### src/rtl/core/bbm_pkg.sv
package bbm_pkg;

   localparam int LANES     = 8;
   localparam int NET_LANES = 2 * LANES;
   localparam int STAGES    = $clog2(LANES);
   localparam int LEVELS    = STAGES + 2;

   typedef logic [1:0] req_code_type;

   localparam req_code_type REQ_LOAD  = 2'd0;
   localparam req_code_type REQ_MERGE = 2'd1;
   localparam req_code_type REQ_DRAIN = 2'd2;

endpackage

### src/rtl/core/bbm_req_if.sv
interface bbm_req_if import bbm_pkg::*; #(
   parameter int WIDTH = 32
);
   logic             valid;
   logic             ready;
   req_code_type     req_type;
   logic [WIDTH-1:0] in_lane_0;
   logic [WIDTH-1:0] in_lane_1;
   logic [WIDTH-1:0] in_lane_2;
   logic [WIDTH-1:0] in_lane_3;
   logic [WIDTH-1:0] in_lane_4;
   logic [WIDTH-1:0] in_lane_5;
   logic [WIDTH-1:0] in_lane_6;
   logic [WIDTH-1:0] in_lane_7;

   modport source (
      output valid, req_type, in_lane_0, in_lane_1, in_lane_2, in_lane_3,
             in_lane_4, in_lane_5, in_lane_6, in_lane_7,
      input  ready
   );

   modport sink (
      input  valid, req_type, in_lane_0, in_lane_1, in_lane_2, in_lane_3,
             in_lane_4, in_lane_5, in_lane_6, in_lane_7,
      output ready
   );
endinterface

### src/rtl/core/bbm_rsp_if.sv
interface bbm_rsp_if #(
   parameter int WIDTH = 32
);
   logic             valid;
   logic             ready;
   logic [WIDTH-1:0] out_lane_0;
   logic [WIDTH-1:0] out_lane_1;
   logic [WIDTH-1:0] out_lane_2;
   logic [WIDTH-1:0] out_lane_3;
   logic [WIDTH-1:0] out_lane_4;
   logic [WIDTH-1:0] out_lane_5;
   logic [WIDTH-1:0] out_lane_6;
   logic [WIDTH-1:0] out_lane_7;
   logic             last_block;

   modport source (
      output valid, out_lane_0, out_lane_1, out_lane_2, out_lane_3,
             out_lane_4, out_lane_5, out_lane_6, out_lane_7, last_block,
      input  ready
   );

   modport sink (
      input  valid, out_lane_0, out_lane_1, out_lane_2, out_lane_3,
             out_lane_4, out_lane_5, out_lane_6, out_lane_7, last_block,
      output ready
   );
endinterface

### src/rtl/core/bitonic_block_merger_top.sv
// Latency: a result word appears in the cycle after its request word is accepted.
// Throughput: one request word per cycle unless a result word stalls; the 16-lane
// network (half-cleaner, three exchange levels) is combinational in the carry loop.
// Load words and drains/merges without a carry produce no result word.
// Reset (synchronous, active high) clears the carry-valid flag and the output valid.
module bitonic_block_merger_top import bbm_pkg::*; #(
   parameter int ELEMENT_WIDTH = 32
) (
   input logic       clock,
   input logic       reset,
   bbm_req_if.sink   req_if,
   bbm_rsp_if.source rsp_if
);

   logic [ELEMENT_WIDTH-1:0] blk       [LANES];
   logic [ELEMENT_WIDTH-1:0] net_lo    [LANES];
   logic [ELEMENT_WIDTH-1:0] net_hi    [LANES];
   logic [ELEMENT_WIDTH-1:0] carry_ff  [LANES];
   logic [ELEMENT_WIDTH-1:0] carry_in  [LANES];
   logic [ELEMENT_WIDTH-1:0] out_ff    [LANES];
   logic [ELEMENT_WIDTH-1:0] out_in    [LANES];
   logic                     carry_valid_ff, carry_valid_in;
   logic                     out_valid_ff, out_valid_in;
   logic                     out_last_ff, out_last_in;
   logic                     req_acc;

   assign blk[0] = req_if.in_lane_0;
   assign blk[1] = req_if.in_lane_1;
   assign blk[2] = req_if.in_lane_2;
   assign blk[3] = req_if.in_lane_3;
   assign blk[4] = req_if.in_lane_4;
   assign blk[5] = req_if.in_lane_5;
   assign blk[6] = req_if.in_lane_6;
   assign blk[7] = req_if.in_lane_7;

   assign req_if.ready = !out_valid_ff || rsp_if.ready;
   assign req_acc      = req_if.valid && req_if.ready;

   bbm_net #(.WIDTH(ELEMENT_WIDTH)) u_net (
      .carry_lane (carry_ff),
      .blk_lane   (blk),
      .lo_lane    (net_lo),
      .hi_lane    (net_hi)
   );

   always_comb begin
      carry_in       = carry_ff;
      carry_valid_in = carry_valid_ff;
      out_in         = out_ff;
      out_last_in    = out_last_ff;
      out_valid_in   = out_valid_ff && !rsp_if.ready;
      if (req_acc) begin
         priority if (req_if.req_type == REQ_LOAD ||
                      (req_if.req_type == REQ_MERGE && !carry_valid_ff)) begin
            carry_in       = blk;
            carry_valid_in = 1'b1;
         end else if (req_if.req_type == REQ_MERGE) begin
            carry_in     = net_hi;
            out_in       = net_lo;
            out_last_in  = 1'b0;
            out_valid_in = 1'b1;
         end else if (req_if.req_type == REQ_DRAIN && carry_valid_ff) begin
            out_in         = carry_ff;
            out_last_in    = 1'b1;
            out_valid_in   = 1'b1;
            carry_valid_in = 1'b0;
            for (int i = 0; i < LANES; i++) begin
               carry_in[i] = '0;
            end
         end else begin
            // unused code or drain with nothing carried
            carry_valid_in = carry_valid_ff;
         end
      end
   end

   always_ff @(posedge clock) begin
      if (reset) begin
         carry_valid_ff <= 1'b0;
         out_valid_ff   <= 1'b0;
      end else begin
         carry_valid_ff <= carry_valid_in;
         out_valid_ff   <= out_valid_in;
      end
   end

   always_ff @(posedge clock) begin
      carry_ff    <= carry_in;
      out_ff      <= out_in;
      out_last_ff <= out_last_in;
   end

   assign rsp_if.valid      = out_valid_ff;
   assign rsp_if.last_block = out_last_ff;
   assign rsp_if.out_lane_0 = out_ff[0];
   assign rsp_if.out_lane_1 = out_ff[1];
   assign rsp_if.out_lane_2 = out_ff[2];
   assign rsp_if.out_lane_3 = out_ff[3];
   assign rsp_if.out_lane_4 = out_ff[4];
   assign rsp_if.out_lane_5 = out_ff[5];
   assign rsp_if.out_lane_6 = out_ff[6];
   assign rsp_if.out_lane_7 = out_ff[7];

   a_drain_clears: assert property (@(posedge clock) disable iff (reset)
      req_acc && req_if.req_type == REQ_DRAIN |=> !carry_valid_ff)
      else $error("carry still valid after drain");

   a_merge_emits: assert property (@(posedge clock) disable iff (reset)
      req_acc && req_if.req_type == REQ_MERGE && carry_valid_ff
      |=> out_valid_ff && !out_last_ff)
      else $error("merge with carry gave no merge word");

   a_load_sets: assert property (@(posedge clock) disable iff (reset)
      req_acc && req_if.req_type == REQ_LOAD |=> carry_valid_ff)
      else $error("load did not set carry");

   a_backpressure: assert property (@(posedge clock) disable iff (reset)
      out_valid_ff && !rsp_if.ready |-> !req_if.ready)
      else $error("request taken while result word stalled");

endmodule

### src/rtl/core/bbm_cx.sv
module bbm_cx #(
   parameter int WIDTH = 32
) (
   input  logic [WIDTH-1:0] a,
   input  logic [WIDTH-1:0] b,
   output logic [WIDTH-1:0] lo,
   output logic [WIDTH-1:0] hi
);

   logic swap;

   assign swap = a > b;
   assign lo   = swap ? b : a;
   assign hi   = swap ? a : b;

endmodule

### src/rtl/core/bbm_net.sv
module bbm_net import bbm_pkg::*; #(
   parameter int WIDTH = 32
) (
   input  logic [WIDTH-1:0] carry_lane [LANES],
   input  logic [WIDTH-1:0] blk_lane   [LANES],
   output logic [WIDTH-1:0] lo_lane    [LANES],
   output logic [WIDTH-1:0] hi_lane    [LANES]
);

   logic [WIDTH-1:0] lvl [LEVELS][NET_LANES];

   for (genvar i = 0; i < LANES; i++) begin : g_io
      assign lvl[0][i]         = carry_lane[i];
      assign lvl[0][LANES + i] = blk_lane[i];
      assign lo_lane[i]        = lvl[LEVELS-1][i];
      assign hi_lane[i]        = lvl[LEVELS-1][LANES + i];
   end

   // half-cleaner: lane i against its mirror
   for (genvar i = 0; i < LANES; i++) begin : g_half
      bbm_cx #(.WIDTH(WIDTH)) u_cx (
         .a  (lvl[0][i]),
         .b  (lvl[0][NET_LANES-1-i]),
         .lo (lvl[1][i]),
         .hi (lvl[1][NET_LANES-1-i])
      );
   end

   // distance LANES/2 down to 1, eight exchanges per level
   for (genvar s = 0; s < STAGES; s++) begin : g_stage
      localparam int D = (LANES / 2) >> s;
      for (genvar p = 0; p < LANES; p++) begin : g_pair
         localparam int LO = (p / D) * 2 * D + (p % D);
         bbm_cx #(.WIDTH(WIDTH)) u_cx (
            .a  (lvl[s+1][LO]),
            .b  (lvl[s+1][LO + D]),
            .lo (lvl[s+2][LO]),
            .hi (lvl[s+2][LO + D])
         );
      end
   end

endmodule

### src/flat_wrapper.sv
// flat-port wrapper written by rule: the top's interface ports become plain ports
module bitonic_block_merger_top_flat import bbm_pkg::*;
#(
   parameter int ELEMENT_WIDTH = 32
)
  (clock, reset, req_if_valid, req_if_req_type, req_if_in_lane_0, req_if_in_lane_1, req_if_in_lane_2, req_if_in_lane_3, req_if_in_lane_4, req_if_in_lane_5, req_if_in_lane_6, req_if_in_lane_7, req_if_ready, rsp_if_valid, rsp_if_out_lane_0, rsp_if_out_lane_1, rsp_if_out_lane_2, rsp_if_out_lane_3, rsp_if_out_lane_4, rsp_if_out_lane_5, rsp_if_out_lane_6, rsp_if_out_lane_7, rsp_if_last_block, rsp_if_ready);
  bbm_req_if #(.WIDTH((32))) req_if_i ();
  bbm_rsp_if #(.WIDTH((32))) rsp_if_i ();
  input logic clock;
  input logic reset;
  input wire logic [$bits(req_if_i.valid)-1:0] req_if_valid;
  input wire logic [$bits(req_if_i.req_type)-1:0] req_if_req_type;
  input wire logic [$bits(req_if_i.in_lane_0)-1:0] req_if_in_lane_0;
  input wire logic [$bits(req_if_i.in_lane_1)-1:0] req_if_in_lane_1;
  input wire logic [$bits(req_if_i.in_lane_2)-1:0] req_if_in_lane_2;
  input wire logic [$bits(req_if_i.in_lane_3)-1:0] req_if_in_lane_3;
  input wire logic [$bits(req_if_i.in_lane_4)-1:0] req_if_in_lane_4;
  input wire logic [$bits(req_if_i.in_lane_5)-1:0] req_if_in_lane_5;
  input wire logic [$bits(req_if_i.in_lane_6)-1:0] req_if_in_lane_6;
  input wire logic [$bits(req_if_i.in_lane_7)-1:0] req_if_in_lane_7;
  output wire logic [$bits(req_if_i.ready)-1:0] req_if_ready;
  output wire logic [$bits(rsp_if_i.valid)-1:0] rsp_if_valid;
  output wire logic [$bits(rsp_if_i.out_lane_0)-1:0] rsp_if_out_lane_0;
  output wire logic [$bits(rsp_if_i.out_lane_1)-1:0] rsp_if_out_lane_1;
  output wire logic [$bits(rsp_if_i.out_lane_2)-1:0] rsp_if_out_lane_2;
  output wire logic [$bits(rsp_if_i.out_lane_3)-1:0] rsp_if_out_lane_3;
  output wire logic [$bits(rsp_if_i.out_lane_4)-1:0] rsp_if_out_lane_4;
  output wire logic [$bits(rsp_if_i.out_lane_5)-1:0] rsp_if_out_lane_5;
  output wire logic [$bits(rsp_if_i.out_lane_6)-1:0] rsp_if_out_lane_6;
  output wire logic [$bits(rsp_if_i.out_lane_7)-1:0] rsp_if_out_lane_7;
  output wire logic [$bits(rsp_if_i.last_block)-1:0] rsp_if_last_block;
  input wire logic [$bits(rsp_if_i.ready)-1:0] rsp_if_ready;
  assign req_if_i.valid = req_if_valid;
  assign req_if_i.req_type = req_if_req_type;
  assign req_if_i.in_lane_0 = req_if_in_lane_0;
  assign req_if_i.in_lane_1 = req_if_in_lane_1;
  assign req_if_i.in_lane_2 = req_if_in_lane_2;
  assign req_if_i.in_lane_3 = req_if_in_lane_3;
  assign req_if_i.in_lane_4 = req_if_in_lane_4;
  assign req_if_i.in_lane_5 = req_if_in_lane_5;
  assign req_if_i.in_lane_6 = req_if_in_lane_6;
  assign req_if_i.in_lane_7 = req_if_in_lane_7;
  assign req_if_ready = req_if_i.ready;
  assign rsp_if_valid = rsp_if_i.valid;
  assign rsp_if_out_lane_0 = rsp_if_i.out_lane_0;
  assign rsp_if_out_lane_1 = rsp_if_i.out_lane_1;
  assign rsp_if_out_lane_2 = rsp_if_i.out_lane_2;
  assign rsp_if_out_lane_3 = rsp_if_i.out_lane_3;
  assign rsp_if_out_lane_4 = rsp_if_i.out_lane_4;
  assign rsp_if_out_lane_5 = rsp_if_i.out_lane_5;
  assign rsp_if_out_lane_6 = rsp_if_i.out_lane_6;
  assign rsp_if_out_lane_7 = rsp_if_i.out_lane_7;
  assign rsp_if_last_block = rsp_if_i.last_block;
  assign rsp_if_i.ready = rsp_if_ready;
  bitonic_block_merger_top #(.ELEMENT_WIDTH(ELEMENT_WIDTH)) u_core (.clock(clock), .reset(reset), .req_if(req_if_i), .rsp_if(rsp_if_i));
endmodule
### config.mk
export PLATFORM = sky130hd
export DESIGN_NAME = bitonic_block_merger_top_flat
export DESIGN_NICKNAME = d
export VERILOG_FILES = /design/src/rtl/core/bbm_pkg.sv /design/src/rtl/core/bbm_req_if.sv /design/src/rtl/core/bbm_rsp_if.sv /design/src/rtl/core/bitonic_block_merger_top.sv /design/src/rtl/core/bbm_cx.sv /design/src/rtl/core/bbm_net.sv /design/src/flat_wrapper.sv
export SDC_FILE = /design/constraint.sdc
export NUM_CORES = 2
export LEC_CHECK = 0
export ABC_AREA = 1
export ABC_CLOCK_PERIOD_IN_PS = 32600
export BUFFER_PORTS_ARGS = -buffer_cell sky130_fd_sc_hd__buf_2
export CORE_UTILIZATION = 61
export CTS_CLUSTER_SIZE = 12
export DETAILED_ROUTE_END_ITERATION = 7
export GPL_TIMING_DRIVEN = 0
export PLACE_DENSITY = 0.81
export SETUP_SLACK_MARGIN = 0.05
export SLEW_MARGIN = 10
export SYNTH_ARGS = -nofsm -noshare
export SYNTH_HDL_FRONTEND = slang
export SYNTH_SLANG_ARGS = --single-unit
### constraint.sdc
create_clock -name clock -period 32.6 [get_ports clock]
set_input_delay 1.63 -clock clock [delete_from_list [all_inputs] [get_ports clock]]
set_output_delay 1.63 -clock clock [all_outputs]
set_load 0.02 [all_outputs]
==> summary.md, run 1 <==
| Metric | Value |
|---|---|
| CTS-repair resized insts | `0` |
| Root buffer cell | `sky130_fd_sc_hd__clkbuf_16` |
| Share of the yosys chip area belonging to registers | `22.0%` |
| Largest net degree at the start of global routing | `132` |
| CTS Hold Bufs | `0` |
| Result of the run | `aborted with a tool error` |
| Largest area contributor in the synthesized netlist | `sky130_fd_sc_hd__edfxtp_1` |
| Fraction of synthesized cell area taken by the top area cell type | `22.0%` |
| Via count of the first global-routing pass | `90600` |
| Top-count cell post-synth | `sky130_fd_sc_hd__nand2_1` |
| Pre-CTS worst setup slack | `16860 ps` |
| Global placer's final weighted congestion | `1.41` |
| Cell types with the largest area share after synthesis | `sky130_fd_sc_hd__edfxtp_1 22%, sky130_fd_sc_hd__nand2_1 19%, sky130_fd_sc_hd__ha_1 18%, sky130_fd_sc_hd__o21ai_0 10%, sky130_fd_sc_hd__nand3_1 7.7%` |
| Commonest cells in the synthesized netlist | `3624 x sky130_fd_sc_hd__nand2_1, 1412 x sky130_fd_sc_hd__o21ai_0, 1082 x sky130_fd_sc_hd__nand3_1` |
| First error | `[ERROR GRT-0116] Global routing finished with congestion. Check the congestion regions in the DRC Viewer.` |
| Netlist cell types | `54` |
| Buffers added on ports | `520` |
| Mean Syn Cell Area | `6.48 um2` |
| Stage reached | `global routing (5_1_grt)` |
| Number of buffers on the longest clock path | `3` |
| Flip-flop and latch count after synthesis | `515` |
| Standard-cell row count | `124` |
| Mapped Cells | `10800` |
| Post-DP HPWL | `343000 um` |
| Total routing usage reported by global routing | `75.8%` |
| # clock sinks | `515` |
| First-pass GRT wire length | `632000 um` |
| Net count after synthesis | `12100` |
| Async set-reset flop share out of synthesis | `0%` |
| Die extent in x | `341 um` |
| Height of the chip | `341 um` |
| Total congestion overflow | `27` |
| Number of H-tree branching levels | `2` |
| Placed cell count | `12900` |
| Count of pins on the block boundary | `521` |
| Initial standard-cell utilization of the core | `61.4%` |
| Buffers inserted by post-CTS timing repair | `0` |
| Number of CTS-inserted buffers | `57` |
| Count of yosys warnings during synthesis | `0` |
| Flip-flop cell with the highest count after synthesis | `sky130_fd_sc_hd__edfxtp_1` |
| Netlist area before placement | `70100 um2` |
| EDFF count, synth | `513` |
[kinds of logic after synthesis]
family | share of synthesized area (%)
compound gates | 18.4
flops | 22.0
buf+inv | 9.09
fa+ha+maj | 18.1
simple gates | 32.3
[routing by layer]
layer	global-route usage [%]	overflow
met2	87.8	8
met4	71.7	12
met1	74.4	0
met5	51.3	0
met3	68.0	7
[per-stage QoR]
stage / utilization, % / hold WS [ps] / instance area [um2]
after floorplan: - / 466 / 70100
after global placement: 65.4 / 478 / 74600
after detailed placement: 65.7 / 508 / 75000
after CTS: 67.2 / 516 / 76800
==> run 2: changes to the inputs <==
--- a/config.mk
+++ b/config.mk
@@ -8,12 +8,10 @@
 export ABC_AREA = 1
 export ABC_CLOCK_PERIOD_IN_PS = 32600
 export BUFFER_PORTS_ARGS = -buffer_cell sky130_fd_sc_hd__buf_2
-export CORE_UTILIZATION = 61
-export CTS_CLUSTER_SIZE = 12
+export CORE_UTILIZATION = 40
 export DETAILED_ROUTE_END_ITERATION = 7
 export GPL_TIMING_DRIVEN = 0
-export PLACE_DENSITY = 0.81
-export SETUP_SLACK_MARGIN = 0.05
+export PLACE_DENSITY_LB_ADDON = 0.15
 export SLEW_MARGIN = 10
 export SYNTH_ARGS = -nofsm -noshare
 export SYNTH_HDL_FRONTEND = slang
==> summary.md, run 2 <==
| Metric | Value |
|---|---|
| # clock sinks | `515 (unchanged)` |
| Worst hold path type | `flop to flop` |
| Per-cell routed wire length | `35.4 um` |
| Last element of the critical path | `u_core.rsp_if.out_lane_5[2]$_DFFE_PP_` |
| Critical path startpoint category | `input pin` |
| Height of the chip | `421 um (+23%)` |
| Max-slew violation count | `9` |
| Number of H-tree branching levels | `2 (unchanged)` |
| Total routing usage reported by global routing | `53.0%` |
| Setup slack of the most critical reg-to-reg path | `15130 ps` |
| Most used cell, CP | `sky130_fd_sc_hd__nand2_1` |
| Total negative slack for setup checks | `0 ps` |
| Standard-cell row count | `153 (+23%)` |
| Utilization after layout | `44.9%` |
| Post-Synth Adder-Cell Area | `18.1% (unchanged)` |
| Net count after synthesis | `12100 (unchanged)` |
| Tightest Pin Transition | `1550 ps` |
| Final clock skew | `53.9 ps` |
| Die extent in x | `421 um (+23%)` |
| Number of CTS-inserted buffers | `57 (unchanged)` |
| Synthesis-to-finish area growth | `11.3%` |
| Multiplexer area fraction after synthesis | `0% (unchanged)` |
| Top reg by flops | `u_core.carry_ff` |
| Dominant combinational cell family by area after synthesis | `simple AND/OR/NAND/NOR gates` |
| Buffers added on ports | `520 (unchanged)` |
| Flip-flop cell with the highest count after synthesis | `sky130_fd_sc_hd__edfxtp_1` |
| Area of the core | `174000 um2` |
| Flip-flop count of the largest register after layout | `256` |
| Beginning of the worst hold path | `u_core.carry_valid_ff$_SDFFE_PP0P_` |
| Total via count in the routed design | `89100` |
| Share of the yosys chip area belonging to registers | `22.0% (unchanged)` |
| Count of yosys warnings during synthesis | `0 (unchanged)` |
| Compound-cell area share of the yosys netlist | `18.4% (unchanged)` |
| Initial antenna violation count | `57` |
| Via count of the first global-routing pass | `78900` |
| Antenna-violating nets left | `0` |
| Final min period | `18000 ps` |
| Critical Setup Path Class | `input pin to flop` |
| Data required time at the worst endpoint | `32990 ps` |
| Drt total wl | `489000 um` |
| First-pass GRT wire length | `632000 um` |
| Worst-skew pair later-pin latency | `770 ps` |
| Launch point of the worst path | `req_if_in_lane_4[7]` |
| Commonest cells in the synthesized netlist | `3624 x sky130_fd_sc_hd__nand2_1, 1412 x sky130_fd_sc_hd__o21ai_0, 1082 x sky130_fd_sc_hd__nand3_1` |
| Cell types with the largest area share after synthesis | `sky130_fd_sc_hd__edfxtp_1 22%, sky130_fd_sc_hd__nand2_1 19%, sky130_fd_sc_hd__ha_1 18%, sky130_fd_sc_hd__o21ai_0 10%, sky130_fd_sc_hd__nand3_1 7.7%` |
| Nets@finish | `12700` |
| DR vias/cell | `6.45` |
| Top-count cell post-synth | `sky130_fd_sc_hd__nand2_1` |
| Global placer's final weighted congestion | `1.21 (-14%)` |
| TritonCTS clock tree | `built` |
| Mean Syn Cell Area | `6.48 um2 (unchanged)` |
| Unrepaired setup endpoints after global routing | `false` |
| Violated checks | `design-rule violations, max-capacitance violations, max-slew violations` |
| Arr. time, crit path | `18390 ps` |
| Largest area contributor in the synthesized netlist | `sky130_fd_sc_hd__edfxtp_1` |
| Count of pins on the block boundary | `521 (unchanged)` |
| Result of the run | `finished with violations` |
| Netlist area before placement | `70100 um2 (unchanged)` |
| Fraction of the mapped netlist area in simple logic gates | `32.3% (unchanged)` |
| Fraction of synthesized cell area taken by the top area cell type | `22.0% (unchanged)` |
| CTS-repair resized insts | `0 (unchanged)` |
| Flip-flop and latch count after synthesis | `515 (unchanged)` |
| Mapped Cells | `10800 (unchanged)` |
| Most common cell after layout, fill and taps aside | `sky130_fd_sc_hd__nand2_1` |
| Capturing point of the worst reg2reg path | `u_core.rsp_if.out_lane_5[2]$_DFFE_PP_` |
| Total die area | `177000 um2` |
| Reg2reg path depth | `51` |
| Async set-reset flop share out of synthesis | `0% (unchanged)` |
| Netlist cell types | `54 (unchanged)` |
| Residual DRC count | `5` |
| Count of endpoints failing setup in the final report | `0` |
| Maximum operating frequency | `55.6 MHz` |
| Clock transition at path regs | `60 ps` |
| Total congestion overflow | `0` |
| Root buffer cell | `sky130_fd_sc_hd__clkbuf_16` |
| Setup slack after layout | `14600 ps` |
| Biggest cell delay along the critical path | `950 ps` |
| Post-DP HPWL | `432000 um (+26%)` |
| Slowest library cell on the worst path | `sky130_fd_sc_hd__a221oi_1` |
| Maximum Capacitance Violations | `8` |
| Detailed router's first-iteration violation count | `15600` |
| Endpoints failing hold | `0` |
| EDFF count, synth | `513 (unchanged)` |
| Worst reg2reg startpoint | `u_core.carry_ff[159]$_DFFE_PP_` |
| Number of search-and-repair iterations in the first detailed-routing pass | `8` |
| XOR/XNOR share of the synthesized area | `0% (unchanged)` |
| Max-slew headroom at the worst pin | `-4.76%` |
| Share of final-layout standard cells stronger than drive strength 1 | `6.96%` |
| Number of buffers on the longest clock path | `3 (unchanged)` |
| Maximum fanout count along the critical path | `10` |
| CTS Hold Bufs | `0 (unchanged)` |
| Pre-CTS worst setup slack | `15040 ps (-1810 ps)` |
| Largest net degree at the start of global routing | `132` |
| Setup crit end kind | `flop` |
| Buffers inserted by post-CTS timing repair | `0 (unchanged)` |
| Final Cycle Share | `55.2%` |
| Highest-count cells in the layout ignoring fill and taps | `3624 x sky130_fd_sc_hd__nand2_1, 1395 x sky130_fd_sc_hd__o21ai_0, 1082 x sky130_fd_sc_hd__nand3_1, 1060 x sky130_fd_sc_hd__inv_1, 1017 x sky130_fd_sc_hd__ha_1` |
| Initial standard-cell utilization of the core | `40.3% (-21 points)` |
[run 2: cell counts after synthesis]
Identical to the previous run, type by type.
[run 2: through the flow]
stage,hold WS [ps],instance area [um2],cells
floorplan,466,70100,10800
global placement,480,75700,13700
detailed placement,489,76100,13700
CTS,501,78000,13800
global route,535,78000,13800
finish,499,78100,13800
[run 2: layer usage]
layer / vias up / part of all wire, % / wire length, um / GRT usage [%]
met1: 42100 / 35 / 171000 / 62.4
met5: - / 0.020 / 96 / 0.355
met4: 16 / 11 / 54200 / 46.8
met2: 7078 / 39 / 193000 / 75.7
li1: 38100 / - / - / -
met3: 1733 / 14 / 70600 / 18.9
[run 2: worst min-delay path by stage]
stage	cells after the start	end	slack, ps
finish	2	u_core.carry_valid_ff$_SDFFE_PP0P_	500
global route	2	u_core.carry_valid_ff$_SDFFE_PP0P_	540
CTS	2	u_core.carry_valid_ff$_SDFFE_PP0P_	500
detailed placement	2	u_core.carry_valid_ff$_SDFFE_PP0P_	490
global placement	2	u_core.carry_valid_ff$_SDFFE_PP0P_	480
floorplan	2	u_core.carry_valid_ff$_SDFFE_PP0P_	470
[run 2: cell families (layout without fill, tap and decap cells)]
family | after synthesis | in the layout
and+or+nand+nor | 5316 | 5316
DFF | 515 | 515
adders and majority gates | 1017 | 1017
buffers and inverters | 1645 | 2290
other | 0 | 34
AOI/OAI and AO/OA | 2324 | 2324
[run 2: cell type report]
| type | count | area [um2] |
|---|---|---|
| fillers | 18500 | 96000 |
| multi-input cells | 8657 | 48400 |
| flip-flops and latches | 515 | 15400 |
| inverters | 1084 | 4080 |
| repair buffers | 539 | 2980 |
| well taps | 2325 | 2910 |
| plain buffers | 561 | 2310 |
| clock buffers | 70 | 1480 |
| clock inverters | 36 | 415 |
| diodes | 34 | 85.1 |
[run 2: worst max-delay path: cells and delay by family]
family / cells / cell delay (ps)
AND/OR/NAND/NOR: 18 / 2920
buffers and inverters: 13 / 4860
adder cells (fa/ha/maj): 4 / 1370
AO/OA/AOI/OAI: 18 / 7540
Power of run 2 is not shown: default switching activity piles up to over one toggle a cycle in this logic, so the estimate is an artifact.
